**config.mk**
```make
export PLATFORM = sky130hd
export DESIGN_NAME = dispatch_entry_ranker_core
export DESIGN_NICKNAME = d
export VERILOG_FILES = /design/src/hdl/der_pkg.sv /design/src/hdl/dispatch_entry_ranker_core.sv /design/src/hdl/der_judge.sv
export SDC_FILE = /design/constraint.sdc
export NUM_CORES = 1
export LEC_CHECK = 0
export BUFFER_PORTS_ARGS = -buffer_cell sky130_fd_sc_hd__buf_2
export CAP_MARGIN = 20
export CORE_UTILIZATION = 64
export CTS_CLUSTER_SIZE = 24
export DETAILED_ROUTE_END_ITERATION = 8
export PLACE_DENSITY = 0.88
export SYNTH_ARGS = -nofsm -noshare
export SYNTH_HDL_FRONTEND = slang
export SYNTH_SLANG_ARGS = --single-unit
```
**constraint.sdc**
```tcl
create_clock -name clk_i -period 6.15 [get_ports clk_i]
set_input_delay 0.615 -clock clk_i [delete_from_list [all_inputs] [get_ports clk_i]]
set_output_delay 0.615 -clock clk_i [all_outputs]
set_load 0.01 [all_outputs]
```
**src/hdl/der_pkg.sv**
```systemverilog
// Package for the dispatch entry ranker: payload structs, configuration codes,
// strategy codes and scan-state types.
// No dependencies; every RTL file in hdl/ refers to it by scoped names.
package der_pkg;

  // Configuration register indexes
  typedef enum logic [1:0] {
    CFG_TARGET_VENDOR  = 2'd0,
    CFG_DEVICE_VERSION = 2'd1,
    CFG_STRATEGY       = 2'd2
  } cfg_reg_e;

  // Selection strategies; the fourth code behaves as first compatible
  typedef enum logic [1:0] {
    STRAT_FIRST    = 2'd0,
    STRAT_PRIORITY = 2'd1,
    STRAT_CLOSEST  = 2'd2,
    STRAT_FALLBACK = 2'd3
  } strategy_e;

  localparam int unsigned INDEX_SPACE      = 256;
  localparam logic [1:0]  VERSIONED_VENDOR = 2'd1;
  localparam logic [10:0] DIST_RESET       = 11'h7FF;
  localparam logic signed [8:0] NO_INDEX   = -9'sd1;

  // One table entry
  typedef struct packed {
    logic [3:0]  entry_vendor;
    logic [9:0]  entry_min_version;
    logic [15:0] entry_priority;
    logic        last_entry;
  } der_in_t;

  // One result
  typedef struct packed {
    logic signed [8:0] chosen_index;
    logic              found;
  } der_out_t;

  // Configuration registers
  typedef struct packed {
    logic [1:0] target_vendor;
    logic [9:0] device_version;
    strategy_e  strategy;
  } der_cfg_t;

  // Best entry seen so far in the current table
  typedef struct packed {
    logic        have;
    logic [7:0]  index;
    logic [15:0] priority_val;
    logic [9:0]  min_version;
    logic [10:0] distance;
  } der_best_t;

  // Verdict on one entry
  typedef struct packed {
    logic        take;
    logic [10:0] distance;
  } der_verdict_t;

endpackage

```
**src/hdl/dispatch_entry_ranker_core.sv**
```systemverilog
// Top level of the dispatch entry ranker: input register, entry judge,
// best-entry registers and result register. Depends on der_pkg and der_judge.
//
//   channel | handshake                  | payload
//   --------+----------------------------+-------------------------------
//   in      | in_valid_i / in_stall_o    | in_data_i   (der_pkg::der_in_t)
//   out     | out_valid_o / out_stall_i  | out_data_o  (der_pkg::der_out_t)
//   cfg     | cfg_valid_i / cfg_ready_o  | cfg_index_i, cfg_data_i
//
// One entry per cycle: an entry is registered, judged and folded into the
// best-entry registers in the next cycle; the last entry of a table also
// loads the result register, which drives out_valid_o. Reset clears the
// scan state (distance to all ones), config and valid flags, not the data
// registers. Only a last entry waiting on a full, stalled result register
// holds the input stage, raising in_stall_o; other entries keep flowing.
module dispatch_entry_ranker_core #(
  parameter int unsigned MAX_ENTRIES = 256
) (
  input  logic               clk_i,
  input  logic               rst_ni,
  input  logic               in_valid_i,
  output logic               in_stall_o,
  input  der_pkg::der_in_t   in_data_i,
  output logic               out_valid_o,
  input  logic               out_stall_i,
  output der_pkg::der_out_t  out_data_o,
  input  logic               cfg_valid_i,
  output logic               cfg_ready_o,
  input  logic [1:0]         cfg_index_i,
  input  logic [9:0]         cfg_data_i
);

  localparam int unsigned LIMIT =
    (MAX_ENTRIES > der_pkg::INDEX_SPACE) ? der_pkg::INDEX_SPACE : MAX_ENTRIES;
  localparam int unsigned CNT_W = $clog2(LIMIT + 1);

  der_pkg::der_cfg_t     cfg_q;
  der_pkg::der_in_t      s1_q;
  logic                  s1_valid_q;
  logic [CNT_W-1:0]      cnt_q, cnt_d;
  der_pkg::der_best_t    best_q, best_d, best_upd;
  der_pkg::der_verdict_t verdict;
  der_pkg::der_out_t     out_q, out_d;
  logic                  out_valid_q;
  logic                  in_range;
  logic                  out_free;
  logic                  s1_adv;
  logic                  s1_load;

  // Configuration writes are always accepted
  assign cfg_ready_o = 1'b1;

  always_ff @(posedge clk_i or negedge rst_ni) begin
    if (!rst_ni) begin
      cfg_q.target_vendor  <= '0;
      cfg_q.device_version <= '0;
      cfg_q.strategy       <= der_pkg::STRAT_FIRST;
    end else if (cfg_valid_i) begin
      case (cfg_index_i)
        der_pkg::CFG_TARGET_VENDOR:  cfg_q.target_vendor  <= cfg_data_i[1:0];
        der_pkg::CFG_DEVICE_VERSION: cfg_q.device_version <= cfg_data_i;
        der_pkg::CFG_STRATEGY:       cfg_q.strategy <= der_pkg::strategy_e'(cfg_data_i[1:0]);
        default: ;
      endcase
    end
  end

  // Handshake: the input stage advances unless a last entry meets a full result
  assign out_free   = !out_valid_q || !out_stall_i;
  assign s1_adv     = s1_valid_q && (!s1_q.last_entry || out_free);
  assign in_stall_o = s1_valid_q && !s1_adv;
  assign s1_load    = in_valid_i && !in_stall_o;

  // Input register
  always_ff @(posedge clk_i or negedge rst_ni) begin
    if (!rst_ni) begin
      s1_valid_q <= 1'b0;
    end else begin
      s1_valid_q <= s1_load || (s1_valid_q && !s1_adv);
    end
  end

  always_ff @(posedge clk_i) begin
    if (s1_load) begin
      s1_q <= in_data_i;
    end
  end

  // Judge the registered entry
  assign in_range = (cnt_q < CNT_W'(LIMIT));

  der_judge u_judge (
    .entry_i    (s1_q),
    .cfg_i      (cfg_q),
    .best_i     (best_q),
    .in_range_i (in_range),
    .verdict_o  (verdict)
  );

  // Fold the entry into the best registers; clear after the last entry
  always_comb begin
    best_upd = best_q;
    if (verdict.take) begin
      best_upd.have         = 1'b1;
      best_upd.index        = 8'(cnt_q);
      best_upd.priority_val = s1_q.entry_priority;
      best_upd.min_version  = s1_q.entry_min_version;
      best_upd.distance     = verdict.distance;
    end

    best_d = best_q;
    cnt_d  = cnt_q;
    if (s1_adv) begin
      if (s1_q.last_entry) begin
        best_d.have         = 1'b0;
        best_d.index        = '0;
        best_d.priority_val = '0;
        best_d.min_version  = '0;
        best_d.distance     = der_pkg::DIST_RESET;
        cnt_d               = '0;
      end else begin
        best_d = best_upd;
        if (in_range) begin
          cnt_d = cnt_q + CNT_W'(1);
        end
      end
    end
  end

  always_ff @(posedge clk_i or negedge rst_ni) begin
    if (!rst_ni) begin
      cnt_q               <= '0;
      best_q.have         <= 1'b0;
      best_q.index        <= '0;
      best_q.priority_val <= '0;
      best_q.min_version  <= '0;
      best_q.distance     <= der_pkg::DIST_RESET;
    end else begin
      cnt_q  <= cnt_d;
      best_q <= best_d;
    end
  end

  // Result register
  always_comb begin
    if (best_upd.have) begin
      out_d.chosen_index = {1'b0, best_upd.index};
      out_d.found        = 1'b1;
    end else begin
      out_d.chosen_index = der_pkg::NO_INDEX;
      out_d.found        = 1'b0;
    end
  end

  always_ff @(posedge clk_i or negedge rst_ni) begin
    if (!rst_ni) begin
      out_valid_q <= 1'b0;
    end else if (out_free) begin
      out_valid_q <= s1_adv && s1_q.last_entry;
    end
  end

  always_ff @(posedge clk_i) begin
    if (out_free && s1_adv && s1_q.last_entry) begin
      out_q <= out_d;
    end
  end

  assign out_valid_o = out_valid_q;
  assign out_data_o  = out_q;

  // Checks
  a_result_consistent: assert property (@(posedge clk_i) disable iff (!rst_ni)
    out_valid_q |-> (out_q.found ? !out_q.chosen_index[8]
                                 : (out_q.chosen_index == der_pkg::NO_INDEX)))
    else $error("result found flag disagrees with chosen index");

  a_clear_after_last: assert property (@(posedge clk_i) disable iff (!rst_ni)
    (s1_adv && s1_q.last_entry) |=> (!best_q.have && cnt_q == '0))
    else $error("scan state not cleared after last entry");

  a_counter_bound: assert property (@(posedge clk_i) disable iff (!rst_ni)
    cnt_q <= CNT_W'(LIMIT))
    else $error("entry counter passed its limit");

  a_best_before_counter: assert property (@(posedge clk_i) disable iff (!rst_ni)
    best_q.have |-> (best_q.index < cnt_q))
    else $error("best index not below entry counter");

  a_stall_cause: assert property (@(posedge clk_i) disable iff (!rst_ni)
    in_stall_o |-> (s1_valid_q && s1_q.last_entry && out_valid_q && out_stall_i))
    else $error("input stalled without a blocked result");

endmodule

```
**src/hdl/der_judge.sv**
```systemverilog
// Compatibility test and compare-against-best for one dispatch table entry.
// Purely combinational; depends on der_pkg.
module der_judge (
  input  der_pkg::der_in_t      entry_i,
  input  der_pkg::der_cfg_t     cfg_i,
  input  der_pkg::der_best_t    best_i,
  input  logic                  in_range_i,
  output der_pkg::der_verdict_t verdict_o
);

  logic        compatible;
  logic        better;
  logic [10:0] ver_gap;

  // Vendor match, plus version floor for the versioned vendor
  always_comb begin
    compatible = (entry_i.entry_vendor == {2'b00, cfg_i.target_vendor});
    if (cfg_i.target_vendor == der_pkg::VERSIONED_VENDOR &&
        entry_i.entry_min_version > cfg_i.device_version) begin
      compatible = 1'b0;
    end
  end

  // Wrapped 11-bit distance between device and required version
  assign ver_gap = {1'b0, cfg_i.device_version} - {1'b0, entry_i.entry_min_version};

  // Compare against the current best under the active strategy
  always_comb begin
    case (cfg_i.strategy)
      der_pkg::STRAT_PRIORITY: begin
        better = (entry_i.entry_priority > best_i.priority_val) ||
                 (entry_i.entry_priority == best_i.priority_val &&
                  entry_i.entry_min_version > best_i.min_version);
      end
      der_pkg::STRAT_CLOSEST: begin
        better = (ver_gap < best_i.distance);
      end
      default: begin
        better = 1'b0;
      end
    endcase
  end

  // First compatible entry within the entry limit is always taken
  assign verdict_o.take     = in_range_i && compatible && (!best_i.have || better);
  assign verdict_o.distance = ver_gap;

endmodule
```
==> results of run 1 <==
## area by class of cell
type	count	area (um^2)
Fill cell	581	2390
Clock buffer	10	149
Clock inverter	6	65.1
Multi-Input combinational cell	292	2400
Inverter	61	229
Tap cell	108	135
Timing Repair Buffer	64	333
Sequential cell	112	3020
## path summary, 6_finish.rpt
path / endpoint / start
setup / recovery: best_q[17]$_DFFE_PN0P_ / cfg_q[2]$_DFFE_PN0P_
setup reg to reg: best_q[17]$_DFFE_PN0P_ / cfg_q[2]$_DFFE_PN0P_
max in group asynchronous: best_q[36]$_DFFE_PN0P_ / rst_ni
min in group clk_i: s1_q[24]$_DFFE_PP_ / in_data_i[24]
hold reg to reg: best_q[9]$_DFFE_PN1P_ / best_q[9]$_DFFE_PN1P_
hold / removal: best_q[16]$_DFFE_PN0P_ / rst_ni
## power groups by stage
stage | Clock [uW] | Combinational (uW) | Sequential (uW)
global placement | 0 | 374 | 898
floorplan | 0 | 301 | 889
global route | 490 | 450 | 895
CTS | 467 | 404 | 887
detailed placement | 0 | 397 | 902
finish | 458 | 406 | 888
## metal layers
layer | track usage [%] | share of wire (%) | vias up
met5 | 0 | 0 | -
met4 | 9.41 | 2.0 | 0
met3 | 3.61 | 6.2 | 23
met2 | 44.7 | 50 | 159
met1 | 33.5 | 42 | 1910
li1 | - | - | 1865
## cells in the mapped netlist, drive strengths merged (2+ instances only)
| cell type | instances |
|---|---|
| inv | 61 |
| dfrtp | 60 |
| ha | 49 |
| edfxtp | 41 |
| a22o | 33 |
| nand3 | 24 |
| nor2 | 23 |
| o21ai | 19 |
| nand2 | 18 |
| a21oi | 17 |
| mux2 | 15 |
| buf | 11 |
| dfstp | 11 |
| a2bb2oi | 9 |
| xnor2 | 8 |
| nand4 | 7 |
| a21o | 5 |
| nor3 | 5 |
| xor2 | 5 |
| a211oi | 4 |
| nand2b | 4 |
| o311ai | 4 |
| a2111oi | 3 |
| clkbuf | 3 |
| nor4 | 3 |
| o21a | 3 |
| a31oi | 2 |
| and2 | 2 |
| and3 | 2 |
| and4 | 2 |
| nand3b | 2 |
| nor2b | 2 |
| nor3b | 2 |
| o2111ai | 2 |
| o31ai | 2 |
## state kept, by name (all words and copies together) (netlist names)
name / flops
best_q: 46
cfg_q: 14
cnt_q: 9
out_data_o: 10
out_valid_o: 1
s1_q: 31
s1_valid_q: 1
## kinds of logic after synthesis
kind of cell	Yosys count	synth area share [%]
buffers and inverters	75	6.28
XOR/XNOR	13	1.97
AO/OA/AOI/OAI	115	16.7
multiplexers	15	2.92
other	1	0.0649
flip-flops	112	52.3
adder cells (fa/ha/maj)	50	11.0
AND/OR/NAND/NOR	98	8.79
## per-stage QoR
step                      area (um^2)  util [%]  setup slack [ns]  total power [uW]  hold slack, ns
after detailed placement         6120      70.2              1.45              1300           0.478
after floorplan                  5780         -              2.43              1190           0.319
after global routing             6330      72.6              1.03              1830           0.386
after global placement           6120      70.2              1.70              1270           0.459
after CTS                        6330      72.6              1.42              1760           0.385
final                            6330      72.6              1.37              1750           0.390
## worst reg2reg max path, cell delays in order (launching register included)
cell	delay, ns
dfrtp_1	0.40
inv_1	0.06
ha_1	0.16
inv_1	0.06
fa_1	0.41
a21o_1	0.19
a21oi_1	0.22
o21ai_0	0.17
o41ai_1	0.46
nor2_1	0.10
a211oi_1	0.37
ha_1	0.21
inv_1	0.04
o21ai_0	0.21
a21oi_2	0.08
o21a_1	0.27
o31ai_4	0.64
buf_4	0.48
a22o_1	0.21
==> out/metrics.csv, run 1 <==
stage;metric;value;unit
run_status;status;complete, no violations;
timing;relative slew slack;26.8;%
placed_design;routability cong.;0.873;
die;Core Box Area;8720;um^2
clock_tree;CTS Hold Bufs;0;
placed_design;HPWL after detailed placement;8280;um
clock_tree;# resized after CTS;0;
clock_tree;clock buffer depth;2;
clock_tree;H-tree depth;3;
route;Post-route DRC;0;
worst_setup_path;crit path cell chain;inv_1 -> ha_1 -> inv_1 -> fa_1 -> a21o_1 -> a21oi_1 -> o21ai_0 -> o41ai_1 -> nor2_1 -> a211oi_1 -> ha_1 -> inv_1 -> o21ai_0 -> a21oi_2 -> o21a_1 -> o31ai_4 -> buf_4 -> a22o_1;
worst_setup_path;Worst Reg2Reg Path Length in Cells;18;
worst_setup_path;CP max stage delay;0.64;ns
power_and_ir_drop;Max VDD drop;193;uV
power_and_ir_drop;Comb pwr share;23.2;%
synthesis;Yosys top cell area share;26.0;%
global_route;initial antenna violation count;0;
worst_setup_path;Critical Path Start Type;flip-flop;
die;Initial Utilization;66.3;%
clock_tree;root buf cell;clkbuf_8;
min_path;HP Class;in -> async;
synthesis;Post-synth EDFFs;41;
worst_setup_path;slowest CP cell;o31ai_4;
placed_design;port bufs;59;
timing;clk_skew;0.0211;ns
power_and_ir_drop;Clock Power Share;26.1;%
synthesis;Syn. warnings;0;
worst_setup_path;CP Max Fanout;27;
timing;max-slew violations;0;
worst_setup_path;Setup CP Type;reg -> reg;
synthesis;post-synth top area cell;dfrtp_1;
worst_setup_path;Stages on worst setup path;18;
clock_tree;CTS tree;yes;
timing;FMAX;0.209;GHz
finish;Final #Nets;638;
synthesis;flops & latches, synth;112;
route;via count;3957;
synthesis;synthesized area;5780;um^2
synthesis;top cells by area, synth;dfrtp_1 (26%), edfxtp_1 (21%), ha_1 (11%), a22o_1 (5.0%), dfstp_2 (5.0%);
timing;final-report hold violation count;0;
die;Die Width;97.0;um
worst_setup_path;WP data required;6.48;ns
synthesis;ys async rst share;63.4;%
die;die area;9410;um^2
global_route;largest net degree at the start of global routing;72;
synthesis;Synth Instances;479;
timing;worst-margin pin slew;1.09;ns
finish;ant diodes;0;
finish;non-filler cells, final;653;
timing;TNS Setup;0;ns
global_route;first-pass GRT wire length;19400;um
global_route;Tot GR Track Use;25.9;%
synthesis;post-synthesis sequential area ratio;52.3;%
power_and_ir_drop;P_leak;0.00284;uW
route;Initial DRC Count;207;
route;1st-pass router iterations;5;
worst_setup_path;R2R Setup Slk;1.37;ns
route;drt wl/cell;17.6;um
die;row count;34;
synthesis;count of cell types in the netlist;62;
power_and_ir_drop;net switching power;540;uW
worst_setup_path;cell mode on critical path;inv_1;
clock_tree;number of CTS-inserted buffers;9;
timing;crit path time final;4.78;ns
job;Max Cap Viol;0;
route;Via density;6.06;
clock_tree;Post-CTS Setup Repair Bufs;0;
synthesis;most used flip-flop cell after synthesis;dfrtp_1;
power_and_ir_drop;internal power;1210;uW
placed_design;Cells after DPL;637;
die;Die Span Y;97.0;um
clock_tree;worst-skew pair later-pin latency;0.39;ns
timing;final setup violation count;0;
finish;most frequent cells in the layout;inv_1 (61), dfrtp_1 (60), buf_2 (59);
die;I/O pin count;61;
global_route;vias in the first global route;4150;
worst_setup_path;worst endpoint data arrival time;5.11;ns
clock_tree;# clock sinks;112;
power_and_ir_drop;Sw Ratio;30.8;%
power_and_ir_drop;sequential share of power;50.7;%
route;Post-Route WL;11500;um
timing;RSZ-0062 raised after global routing;no;
route;Post-DRT Antenna Nets;0;
clock_tree;CTS clk-pin slew, worst paths;0.11;ns
synthesis;syn nets;577;
finish;Area Growth Syn to Fin;9.59;%
synthesis;Syn Area/Cell;12.1;um^2
timing;period utilisation layout;77.7;%
finish;most common cell after layout, fill and taps aside;inv_1;
worst_setup_path;CP Buf/Inv Count;4;
worst_setup_path;Top delay family on crit path;compound AO/OA/AOI/OAI gates;
finish;share of cells above drive strength 1;23.9;%
worst_setup_path;Setup crit end kind;flip-flop;
global_route;grt total ovfl;0;
power_and_ir_drop;total power per unit cell area;277;nW/um^2
Power figures use the tool's default switching activity.
==> run 2, diff against run 1 <==
ABC_AREA = 1   (was default)
CORE_UTILIZATION = 59   (was 64)
PLACE_DENSITY = 0.82   (was 0.88)
clock period = 4.7 ns   (was 6.15 ns; I/O delays follow)
==> run 2 against run 1 <==
Register-to-register slack lost 0.62 ns. First-iteration DRC count is 2.4% lower. Fmax rose by 21%. Total power is 31% higher. Global-route usage is 0.49 points lower. Combinational power grew 26%.
==> out/metrics.csv, run 2 <==
stage;metric;value;unit;change
finish;share of cells above drive strength 1;15.3;%;-8.6 points
global_route;Tot GR Track Use;25.4;%;-0.49 points
worst_setup_path;R2R Setup Slk;0.75;ns;-0.62 ns
min_path;hold path startpoint;in_data_i[23];;
clock_tree;# resized after CTS;0;;unchanged
timing;relative slew slack;55.0;%;+28 points
synthesis;synthesized area;5960;um^2;+3.2%
synthesis;ys async rst share;63.4;%;unchanged
global_route;largest net degree at the start of global routing;47;;-35%
die;Die Span Y;103;um;+5.7%
synthesis;Syn. warnings;0;;unchanged
clock_tree;root buf cell;clkbuf_8;;
timing;period utilisation layout;84.0;%;+6.3 points
run_status;status;complete, no violations;;
timing;final-report hold violation count;0;;unchanged
global_route;vias in the first global route;4640;;+12%
timing;max-slew violations;0;;unchanged
route;Via density;5.35;;-12%
min_path;Hold Path Stages;1;;
die;die area;10500;um^2;+12%
timing;crit path time final;3.95;ns;-0.829 ns
die;Die Width;103;um;+5.7%
timing;RSZ-0062 raised after global routing;no;;
worst_setup_path;Critical Path Start Type;flip-flop;;
power_and_ir_drop;Sw Ratio;31.8;%;+0.98 points
finish;max reg flops;46;;unchanged
power_and_ir_drop;internal power;1560;uW;+29%
synthesis;Post-synth EDFFs;41;;unchanged
synthesis;Yosys top cell area share;25.2;%;-0.80 points
clock_tree;number of CTS-inserted buffers;9;;unchanged
worst_setup_path;Top delay family on crit path;simple AND/OR/NAND/NOR gates;;
worst_setup_path;Setup CP Type;reg -> reg;;
placed_design;HPWL after detailed placement;8530;um;+3.0%
synthesis;post-synth top area cell;dfrtp_1;;
global_route;grt total ovfl;0;;unchanged
route;1st-pass router iterations;5;;unchanged
clock_tree;clock buffer depth;2;;unchanged
route;Post-Route WL;11900;um;+3.4%
finish;most common cell after layout, fill and taps aside;nand2_1;;
die;row count;36;;+5.9%
placed_design;routability cong.;0.938;;+7.4%
finish;largest registers;best_q x46, s1_q x31, cfg_q x14;;
clock_tree;CTS clk-pin slew, worst paths;0.12;ns;about the same
timing;FMAX;0.253;GHz;+21%
worst_setup_path;CP max stage delay;0.44;ns;-0.20 ns
min_path;hold path endpoint;s1_q[23]$_DFFE_PP_;;
worst_setup_path;R2R Path Start;cfg_q[2]$_DFFE_PN0P_;;
worst_setup_path;worst endpoint data arrival time;4.27;ns;-0.84 ns
finish;Area Growth Syn to Fin;10.9;%;
clock_tree;# clock sinks;112;;unchanged
power_and_ir_drop;Max VDD drop;208;uV;+7.7%
route;via count;4599;;+16%
synthesis;Synth Instances;661;;+38%
timing;final setup violation count;0;;unchanged
synthesis;most used flip-flop cell after synthesis;dfrtp_1;;
route;Post-DRT Antenna Nets;0;;unchanged
power_and_ir_drop;power after layout;2290;uW;+31%
worst_setup_path;CP Buf/Inv Count;3;;-1
timing;worst-margin pin slew;0.675;ns;-0.419 ns
die;Initial Utilization;61.0;%;-5.3 points
min_path;HP Class;in -> reg;;
clock_tree;H-tree depth;3;;unchanged
power_and_ir_drop;total power per unit cell area;346;nW/um^2;+25%
route;Initial DRC Count;202;;-2.4%
finish;most frequent cells in the layout;nand2_1 (178), inv_1 (102), nand3_1 (75);;
synthesis;flops & latches, synth;112;;unchanged
timing;TNS Setup;0;ns;unchanged
power_and_ir_drop;Clock Power Share;27.0;%;+0.9 points
synthesis;syn nets;759;;+32%
placed_design;port bufs;59;;unchanged
finish;ant diodes;0;;unchanged
die;Core Box Area;9770;um^2;+12%
synthesis;Syn Area/Cell;9.02;um^2;-25%
worst_setup_path;WP data required;5.02;ns;-1.46 ns
synthesis;top cells by area, synth;dfrtp_1 (25%), edfxtp_1 (21%), nand2_1 (11%), ha_1 (10%), inv_1 (6.4%);;
route;Post-route DRC;0;;unchanged
worst_setup_path;reg2reg end;best_q[35]$_DFFE_PN0P_;;
job;Max Cap Viol;0;;unchanged
worst_setup_path;CP Max Fanout;26;;-3.7%
clock_tree;worst-skew pair later-pin latency;0.38;ns;about the same
synthesis;count of cell types in the netlist;37;;-40%
power_and_ir_drop;Comb pwr share;22.4;%;-0.8 points
synthesis;post-synthesis sequential area ratio;50.7;%;-1.6 points
power_and_ir_drop;net switching power;729;uW;+35%
worst_setup_path;Setup crit end kind;flip-flop;;
clock_tree;Post-CTS Setup Repair Bufs;0;;unchanged
synthesis;most frequent cells after synthesis;nand2_1 (178), inv_1 (102), nand3_1 (75);;
synthesis;dominant cell by count in the synthesized netlist;nand2_1;;
clock_tree;CTS Hold Bufs;0;;unchanged
clock_tree;CTS tree;yes;;
power_and_ir_drop;P_leak;0.00330;uW;+16%
die;I/O pin count;61;;unchanged
route;drt wl/cell;13.8;um;-21%
worst_setup_path;cell mode on critical path;nand2_1;;
worst_setup_path;slowest CP cell;fa_1;;
finish;Final #Nets;819;;+28%
timing;clk_skew;0.0184;ns;-0.00276 ns
global_route;first-pass GRT wire length;20500;um;+5.9%
power_and_ir_drop;sequential share of power;50.6;%;about the same
global_route;initial antenna violation count;0;;unchanged
worst_setup_path;Worst Reg2Reg Path Length in Cells;26;;+8
finish;Top reg by flops;best_q;;
run 2: changes by cell type after synthesis, moves of 4 or more:
cell / delta
a22o_1: -33
a211oi_1: -4
nor3_1: +7
nand4_1: +7
mux2_2: -7
buf_2: +4
nand3_1: +51
buf_6: -5
a21oi_1: +9
inv_1: +41
xnor2_1: -5
nand2_1: +160
a2bb2oi_2: -9
run 2: power by group through the flow:
stage | Sequential (uW) | Combinational [uW] | Clock, uW
after floorplan | 1170 | 367 | 0
after global placement | 1170 | 474 | 0
after detailed placement | 1180 | 501 | 0
after CTS | 1160 | 510 | 626
after global routing | 1170 | 589 | 662
final | 1160 | 513 | 618
run 2: final cells by class:
class                   count  area [um^2]
repair buffers             65          355
clock buffers               9          124
clock inverters             7         98.8
well taps                 133          166
fillers                   766         3160
inverters                 107          402
multi-input cells         426         2440
flip-flops and latches    112         3020
run 2: worst max-delay path by stage:
stage,from,end,slack [ns],cells after the start
floorplan,cfg_q[2]$_DFFE_PN0P_,out_data_o[1]$_SDFFCE_PP1P_,1.52,26
global placement,cfg_q[2]$_DFFE_PN0P_,best_q[11]$_DFFE_PN0P_,1.05,26
detailed placement,cfg_q[2]$_DFFE_PN0P_,best_q[11]$_DFFE_PN0P_,0.83,26
CTS,cfg_q[2]$_DFFE_PN0P_,best_q[35]$_DFFE_PN0P_,0.78,26
global route,cfg_q[2]$_DFFE_PN0P_,best_q[35]$_DFFE_PN0P_,0.30,26
finish,cfg_q[2]$_DFFE_PN0P_,best_q[35]$_DFFE_PN0P_,0.75,26
run 2: logic make-up (layout without fill, tap and decap cells):
family                     Yosys count  in the layout  synth area share (%)
DFF                                112            112                  50.7
buffers and inverters              123            188                  8.35
xor gates and xnor gates            10             10                  1.47
and+or+nand+nor                    310            310                  22.7
adders and majority gates           50             50                  10.6
AOI/OAI and AO/OA                   47             47                  4.55
other                                1              1                0.0629
muxes                                8              8                  1.51
run 2: through the flow:
stage	std cells	setup slack [ns]	cell area [um^2]	hold WS (ns)	util, %
6_report	859	0.753	6610	0.251	67.7
5_1_grt	859	0.296	6610	0.227	67.7
4_1_cts	857	0.776	6580	0.242	67.3
3_5_place_dp	841	0.833	6360	0.466	65.1
3_3_place_gp	841	1.05	6360	0.461	65.1
2_1_floorplan	661	1.52	5960	0.174	-
run 2: metal layers:
layer	GRT usage, %	wire (um)	vias to the layer above
li1	-	-	2266
met1	31.0	4940	2153
met2	44.2	6060	156
met3	5.76	636	24
met4	9.45	240	0
met5	0	0	-
==> run 3, diff against run 2 <==
CORE_UTILIZATION = 54   (was 59)
PLACE_DENSITY = 0.79   (was 0.82)
clock period = 3.46 ns   (was 4.7 ns; I/O delays follow)
==> run 3 against run 2 <==
Worst hold slack got worse by 0.15 ns. Global-route usage is 2.6 points lower. Non-clock buffer count is 14 higher. Clock skew decreased by 0.0026 ns. Via count grew 4.4%. Final cell count rose by 2.1%. Routed wire length increased by 7.3%. Largest cell class unchanged.
==> out/metrics.csv, run 3 (same netlist as run 2, synthesis figures left out) <==
stage;metric;value;unit;change
die;Initial Utilization;56.7;%;-4.3 points
power_and_ir_drop;Clock Power Share;24.5;%;-2.5 points
power_and_ir_drop;internal power;2110;uW;+35%
finish;most common cell after layout, fill and taps aside;nand2_1;;
finish;layout filler cell count;789;;+3.0%
timing;crit path time final;3.41;ns;-0.540 ns
route;Via density;5.48;;+2.3%
timing;final setup violation count;0;;unchanged
global_route;initial antenna violation count;0;;unchanged
worst_setup_path;crit path cell chain;inv_1 -> ha_1 -> a21oi_1 -> nand2_2 -> nand2_1 -> nand2_1 -> nand2_1 -> nand2_2 -> buf_4 -> xor2_2 -> ha_1 -> a21oi_1 -> o21ai_0 -> nand2_1 -> nand3_1 -> nand2_1 -> nand2_2 -> nand2_4 -> nand2_8 -> nor2_8 -> clkbuf_16 -> nand2_2 -> nand2_1;;
finish;share of cells above drive strength 1;21.2;%;+5.9 points
power_and_ir_drop;P_leak;0.00340;uW;+2.9%
placed_design;HPWL after detailed placement;8710;um;+2.1%
die;Die Span Y;107;um;+4.4%
clock_tree;number of CTS-inserted buffers;9;;unchanged
finish;most frequent cells in the layout;nand2_1 (158), inv_1 (101), nand3_1 (72);;
finish;Final Cell Area;6880;um^2;+4.0%
finish;max reg flops;46;;unchanged
die;row count;37;;+2.8%
global_route;grt total ovfl;0;;unchanged
global_route;Tot GR Track Use;22.9;%;-2.6 points
finish;Top reg by flops;best_q;;
worst_setup_path;Setup CP Type;reg -> reg;;
finish;final core utilization;65.5;%;-2.2 points
worst_setup_path;CP Max Fanout;7;;-73%
worst_setup_path;Setup crit end kind;flip-flop;;
clock_tree;worst-skew pair later-pin latency;0.38;ns;about the same
power_and_ir_drop;Comb pwr share;24.9;%;+2.5 points
clock_tree;root buf cell;clkbuf_8;;
route;1st-pass router iterations;4;;-1
die;I/O pin count;61;;unchanged
power_and_ir_drop;Max VDD drop;289;uV;+39%
route;drt wl/cell;14.5;um;+5.1%
min_path;HP Class;in -> async;;
placed_design;placed instance area;6460;um^2;+1.6%
worst_setup_path;Top delay family on crit path;simple AND/OR/NAND/NOR gates;;
power_and_ir_drop;sequential share of power;50.6;%;about the same
power_and_ir_drop;power after layout;3120;uW;+36%
timing;period utilisation layout;98.5;%;+14 points
global_route;largest net degree at the start of global routing;39;;-17%
finish;Final #Nets;834;;+1.8%
timing;worst-margin pin slew;0.958;ns;+0.284 ns
die;Die Width;107;um;+4.4%
worst_setup_path;Stages on worst setup path;23;;-12%
route;via count;4803;;+4.4%
clock_tree;H-tree depth;3;;unchanged
finish;non-filler cells, final;877;;+2.1%
worst_setup_path;Critical Path Start Type;flip-flop;;
placed_design;Cells after DPL;852;;+1.3%
timing;RSZ-0062 raised after global routing;yes;;
worst_setup_path;WP data required;3.77;ns;-1.25 ns
job;Max Cap Viol;0;;unchanged
finish;ant diodes;0;;unchanged
global_route;vias in the first global route;4700;;+1.3%
worst_setup_path;cell mode on critical path;nand2_1;;
worst_setup_path;CP startpoint;s1_q[20]$_DFFE_PP_;;
die;die area;11500;um^2;+9.1%
power_and_ir_drop;total power per unit cell area;453;nW/um^2;+31%
clock_tree;CTS clk-pin slew, worst paths;0.11;ns;about the same
route;Post-route DRC;0;;unchanged
worst_setup_path;R2R Path Start;s1_q[20]$_DFFE_PP_;;
timing;max-slew violations;0;;unchanged
route;Post-DRT Antenna Nets;0;;unchanged
timing;relative slew slack;36.1;%;-19 points
die;Core Box Area;10500;um^2;+7.5%
clock_tree;CTS Hold Bufs;0;;unchanged
clock_tree;clock buffer depth;2;;unchanged
worst_setup_path;CP Buf/Inv Count;3;;unchanged
timing;final-report hold violation count;0;;unchanged
placed_design;port bufs;59;;unchanged
worst_setup_path;slowest CP cell;edfxtp_1;;
route;Initial DRC Count;289;;+43%
finish;largest registers;best_q x46, s1_q x31, cfg_q x14;;
finish;Area Growth Syn to Fin;15.4;%;
timing;TNS Setup;0;ns;unchanged
route;Post-Route WL;12700;um;+7.3%
run_status;status;complete, no violations;;
global_route;first-pass GRT wire length;20500;um;about the same
worst_setup_path;R2R Setup Slk;0.05;ns;-0.70 ns
power_and_ir_drop;net switching power;1010;uW;+38%
power_and_ir_drop;Sw Ratio;32.4;%;+0.57 points
clock_tree;# clock sinks;112;;unchanged
worst_setup_path;CP max stage delay;0.42;ns;-0.02 ns
timing;FMAX;0.294;GHz;+16%
clock_tree;CTS tree;yes;;
worst_setup_path;Worst Reg2Reg Path Length in Cells;23;;-12%
timing;clk_skew;0.0158;ns;-0.00259 ns
worst_setup_path;worst endpoint data arrival time;3.72;ns;-0.55 ns
placed_design;routability cong.;0.879;;-6.2%
run 3: layer usage:
| metal | vias up | share of wire [%] | GRT usage, % | wire length [um] |
|---|---|---|---|---|
| met5 | - | 0 | 0 | 0 |
| met4 | 0 | 3.2 | 10.9 | 412 |
| met2 | 193 | 51 | 39.9 | 6490 |
| li1 | 2301 | - | - | - |
| met3 | 34 | 5.3 | 2.80 | 671 |
| met1 | 2275 | 41 | 28.3 | 5170 |
run 3: power groups by stage:
stage	clock [uW]	combinational [uW]	sequential, uW
2_1_floorplan	0	499	1580
3_3_place_gp	0	657	1600
3_5_place_dp	0	692	1600
4_1_cts	768	699	1580
5_1_grt	816	873	1590
6_report	762	776	1580
run 3: final timing paths:
kind,to
worst max-delay path,best_q[12]$_DFFE_PN0P_
worst min-delay path,best_q[34]$_DFFE_PN0P_
worst max register to register,best_q[12]$_DFFE_PN0P_
worst min register to register,best_q[6]$_DFFE_PN1P_
max in group asynchronous,best_q[0]$_DFFE_PN1P_
min in group clk_i,s1_q[9]$_DFFE_PP_
run 3: per-stage QoR:
step / hold WS [ns] / setup WS [ns]
final: 0.0999 / 0.0531
after global routing: 0.124 / -0.200
after CTS: 0.127 / 0.0332
after detailed placement: 0.468 / 0.0190
after global placement: 0.461 / 0.168
after floorplan: 0.0504 / 0.284
run 3: what timing repair did:
action                     CTS  global route
cloned                       1             2
setup buffers                0             6
resized for setup            3            32
pin swaps                    1            14
setup endpoints to repair    8            53
run 3: cell type report:
type                    count  area, um^2  share of cell area [%]
clock buffers              11         141                    2.05
flip-flops and latches    112        3020                    43.9
clock inverters             5        51.3                   0.746
well taps                 136         170                    2.47
inverters                 107         402                    5.84
repair buffers             79         522                    7.58
multi-input cells         427        2570                    37.4
